## src/sv/gcc_pkg.sv

```systemverilog
`timescale 1ns / 1ps
// Shared types, constants and helper functions of the grid circle collision block.
// Depends on nothing; every other file refers to it by scoped names.
package gcc_pkg;

   localparam int GRID_COLUMNS     = 8;
   localparam int GRID_ROWS        = 6;
   localparam int CELL_CAPACITY    = 8;
   localparam int CELL_SIZE_PIXELS = 100;

   localparam int CELL_COUNT       = GRID_COLUMNS * GRID_ROWS;
   localparam int CELL_WIDTH_FIXED = CELL_SIZE_PIXELS * 16;
   localparam int ENTRY_COUNT      = CELL_COUNT * CELL_CAPACITY;

   localparam int ID_W     = 8;
   localparam int COORD_W  = 14;
   localparam int RADIUS_W = 12;
   localparam int SQ_W     = 2 * COORD_W;
   localparam int ACC_W    = SQ_W + 1;

   localparam int CELL_W = (CELL_COUNT > 1) ? $clog2(CELL_COUNT) : 1;
   localparam int FILL_W = $clog2(CELL_CAPACITY + 1);
   localparam int SLOT_W = (CELL_CAPACITY > 1) ? $clog2(CELL_CAPACITY) : 1;
   localparam int ADDR_W = (ENTRY_COUNT > 1) ? $clog2(ENTRY_COUNT) : 1;
   localparam int COL_W  = $clog2(GRID_COLUMNS + 1);
   localparam int ROW_W  = $clog2(GRID_ROWS + 1);

   localparam logic REQ_ADD       = 1'b0;
   localparam logic REQ_NEW_FRAME = 1'b1;

   localparam logic STATUS_PAIR     = 1'b0;
   localparam logic STATUS_OVERFLOW = 1'b1;

   typedef enum logic [3:0] {
      ST_IDLE,
      ST_LOCATE,
      ST_FILL_RD,
      ST_FILL,
      ST_SQ_X,
      ST_SQ_Y,
      ST_CMP,
      ST_FINISH
   } state_type;

   typedef struct packed {
      logic [ID_W-1:0]     id;
      logic [COORD_W-1:0]  x;
      logic [COORD_W-1:0]  y;
      logic [RADIUS_W-1:0] r;
   } entry_type;

   typedef struct packed {
      logic              clear_all;
      logic              fill_rd;
      logic              write;
      logic              entry_rd;
      logic [CELL_W-1:0] cell_sel;
      logic [SLOT_W-1:0] rd_slot;
      logic [SLOT_W-1:0] wr_slot;
      logic [FILL_W-1:0] fill_val;
   } store_ctl_type;

   typedef struct packed {
      logic [SQ_W-1:0]  sq;
      logic [ACC_W-1:0] sum;
      logic             gt;
   } sq_result_type;

   // Column and row come from a thermometer of compares against cell edges;
   // a result equal to the grid size means the position lies outside.
   function automatic logic [COL_W-1:0] grid_col(input logic [COORD_W-1:0] v);
      logic [COL_W-1:0] c;
      c = '0;
      for (int k = 1; k <= GRID_COLUMNS; k++) begin
         if (32'(v) >= 32'(k * CELL_WIDTH_FIXED)) c = COL_W'(k);
      end
      return c;
   endfunction

   function automatic logic [ROW_W-1:0] grid_row(input logic [COORD_W-1:0] v);
      logic [ROW_W-1:0] c;
      c = '0;
      for (int k = 1; k <= GRID_ROWS; k++) begin
         if (32'(v) >= 32'(k * CELL_WIDTH_FIXED)) c = ROW_W'(k);
      end
      return c;
   endfunction

endpackage

```

## src/sv/gcc_sq_unit.sv

```systemverilog
`timescale 1ns / 1ps
// Shared squaring unit: one multiplier with an accumulate adder and a compare.
// Depends on gcc_pkg.
module gcc_sq_unit (
   input  logic [gcc_pkg::COORD_W-1:0] operand,
   input  logic [gcc_pkg::ACC_W-1:0]   acc,
   output gcc_pkg::sq_result_type      result
);

   logic [gcc_pkg::SQ_W-1:0] sq;

   assign sq            = gcc_pkg::SQ_W'(operand) * gcc_pkg::SQ_W'(operand);
   assign result.sq     = sq;
   assign result.sum    = gcc_pkg::ACC_W'(sq) + acc;
   assign result.gt     = gcc_pkg::ACC_W'(sq) > acc;

endmodule

```

## config.mk

```make
export PLATFORM = sky130hd
export DESIGN_NAME = gcc_sq_unit
export DESIGN_NICKNAME = d
export VERILOG_FILES = /design/src/sv/gcc_pkg.sv /design/src/sv/gcc_sq_unit.sv
export SDC_FILE = /design/constraint.sdc
export NUM_CORES = 1
export LEC_CHECK = 0
export BUFFER_PORTS_ARGS = -buffer_cell sky130_fd_sc_hd__buf_2
export CAP_MARGIN = 20
export CELL_PAD_IN_SITES_DETAIL_PLACEMENT = 1
export CELL_PAD_IN_SITES_GLOBAL_PLACEMENT = 1
export CORE_MARGIN = 8
export CORE_UTILIZATION = 50
export DETAILED_ROUTE_END_ITERATION = 6
export PLACE_DENSITY_LB_ADDON = 0.1
export SLEW_MARGIN = 20
export SYNTH_ARGS = -nofsm -noshare
export SYNTH_HDL_FRONTEND = slang
export SYNTH_SLANG_ARGS = --single-unit
```

## constraint.sdc

```tcl
create_clock -name vclk -period 23.7
set_input_delay 1.185 -clock vclk [all_inputs]
set_output_delay 1.185 -clock vclk [all_outputs]
set_load 0.005 [all_outputs]
```

==> impl_results.md <==
* Outcome: finished, final reports clean
* WP data arrival at around 8.9 ns
* Die Area at 20200 sq um
* Placement Rows at 46
* Ratio of cells with drive above 1 in the final layout at 11.8%
* Avg Cell Area, Syn at 8.24 sq um
* CP Class: in -> out
* Tcrit/Tclk final at 42.7%
* Initial antenna violation count at 0
* Most frequent cells after synthesis: inv_1 (216), ha_1 (144), fa_1 (116)
* Vias at a little under 7000
* Post-Syn Instances at approximately 960
* Peak Freq at 0.0989 GHz
* Total gr overflow at 0
* Normalized max-slew margin at slightly above 50%
* Crit path top cell by count: fa_1
* Wire length per cell at 17.0 um
* Worst-margin pin slew at between 0.7 and 0.8 ns
* Final Hold Viols at 0
* Gpl congestion at approximately 0.94
* Syn Nets at between 1000 and 1500
* Yosys Warn Count at 0
* Minimum clock period at just over 10 ns
* Drt initial violations at approximately 260
* Count leader, synth: inv_1
* Seq cells at 0
* Post-synth top area share at roughly 29%
* Core area at ~16000 sq um
* Seq. cell area at 0 sq um
* Maxcap violations at 0
* Setup TNS at 0 ns
* Post-CTS Hold Buffers at 0
* Final slew viol count at 0
* Die Ht at roughly 140 um
* Final WL at about 21000 um
* Clock buf count at 0
* Yosys top cell by area: fa_1
* CTS resizes at 0
* Worst Hold Class: in -> out
* Min-delay src: acc[28]
* RSZ-0062 raised after global routing: false
* Routed Antenna Nets at 0
* Hpwl dp at 19100 um
* Crit path capture type: output pin
* Global Route Usage Sum at a little over a fifth
* Worst Path Max Fanout at 15
* Post-synthesis sequential area ratio at 0%
* Syn Std Cell Area at 7950 sq um
* CP max stage cell: fa_1
* Initial Util at about half
* WP data required at 22.51 ns
* Startpoint Class: input pin
* # diodes at 0
* Distinct cells, synth at 70
* Hold EP: result[29]
* Boundary Pins at just over 100
* Largest net degree at the start of global routing at 19
* Synth top area cells: fa_1 (29%), ha_1 (23%), inv_1 (10%)
* Post-layout nets at 1338
* IO Port Bufs at 100
* Slowest cell delay on critical path at 0.56 ns
* First-pass GRT wire length at ~36000 um
* DR vias/cell at about 5.4
* Post-CTS setup buffer count at 0
* Area growth from synthesis to layout at 7.54%
* Setup violators final at 0
* DRC violations left at 0
* Die width at around 140 um
* First-pass DRT Iterations at 4
* WHS Path Cells at 3
* Vias in the first global route at around 7400
==> cells in the final DEF (no fill, tap or decap), drive strengths merged, types with 13 or more instances in the layout <==
| cell type | count |
|---|---|
| o21bai | 13 |
| ha | 144 |
| a21o | 25 |
| fa | 116 |
| buf | 100 |
| xnor2 | 44 |
| o21ai | 22 |
| xor2 | 17 |
| nand2 | 70 |
| nor2 | 56 |
| a21oi | 59 |
| inv | 216 |
| and2 | 26 |
==> cell type report <==
class / instances / area, sq um
Tap cell: 216 / 270
Fill cell: 2003 / 7170
Timing Repair Buffer: 100 / 500
Multi-Input combinational cell: 717 / 6960
Inverter: 216 / 811
==> worst max-delay path, delay by kind of cell <==
kind,cells,cell delay (ns)
compound gates,9,1.69
xor+xnor,1,0.13
fa+ha+maj,8,3.85
simple gates,5,1.43
buf+inv,4,0.63
==> layer usage <==
layer	vias up	GRT usage, %	share of wire (%)	wire (um)
met3	22	1.41	3.9	835
met2	113	41.6	54	11400
met1	3362	25.6	41	8750
met4	0	2.77	1.3	275
met5	-	0	0	0
li1	3234	-	-	-
==> through the flow <==
step	util [%]	hold WS [ns]	area, sq um	worst slack [ns]	std cells
after floorplan	-	2.43	7950	14.11	964
after global placement	54.4	2.66	8550	13.74	1249
after detailed placement	54.4	2.66	8550	13.62	1249
after CTS	54.4	2.66	8550	13.62	1249
after global routing	54.4	2.67	8550	13.04	1249
final	54.4	2.65	8550	13.59	1249
==> kinds of logic (layout without fill, tap and decap cells) <==
kind of cell / Yosys count / after routing / share of synthesized area (%)
other: 1 / 1 / 0.0472
AND/OR/NAND/NOR: 223 / 223 / 13.8
buffers and inverters: 247 / 316 / 12.4
adder cells (fa/ha/maj): 260 / 260 / 51.9
AO/OA/AOI/OAI: 171 / 171 / 15.0
multiplexers: 1 / 1 / 0.142
XOR/XNOR: 61 / 61 / 6.72
==> worst max-delay path by stage <==
stage | start | endpoint | slack, ns
after floorplan | operand[4] | result[29] | 14.11
after global placement | operand[2] | result[0] | 13.74
after detailed placement | operand[2] | result[0] | 13.62
after CTS | operand[2] | result[0] | 13.62
after global routing | operand[3] | result[0] | 13.04
final | operand[2] | result[0] | 13.59
Power is left out: the tool's default activity adds up to more than one toggle a clock period on the data nets, which glitch-free logic cannot reach.
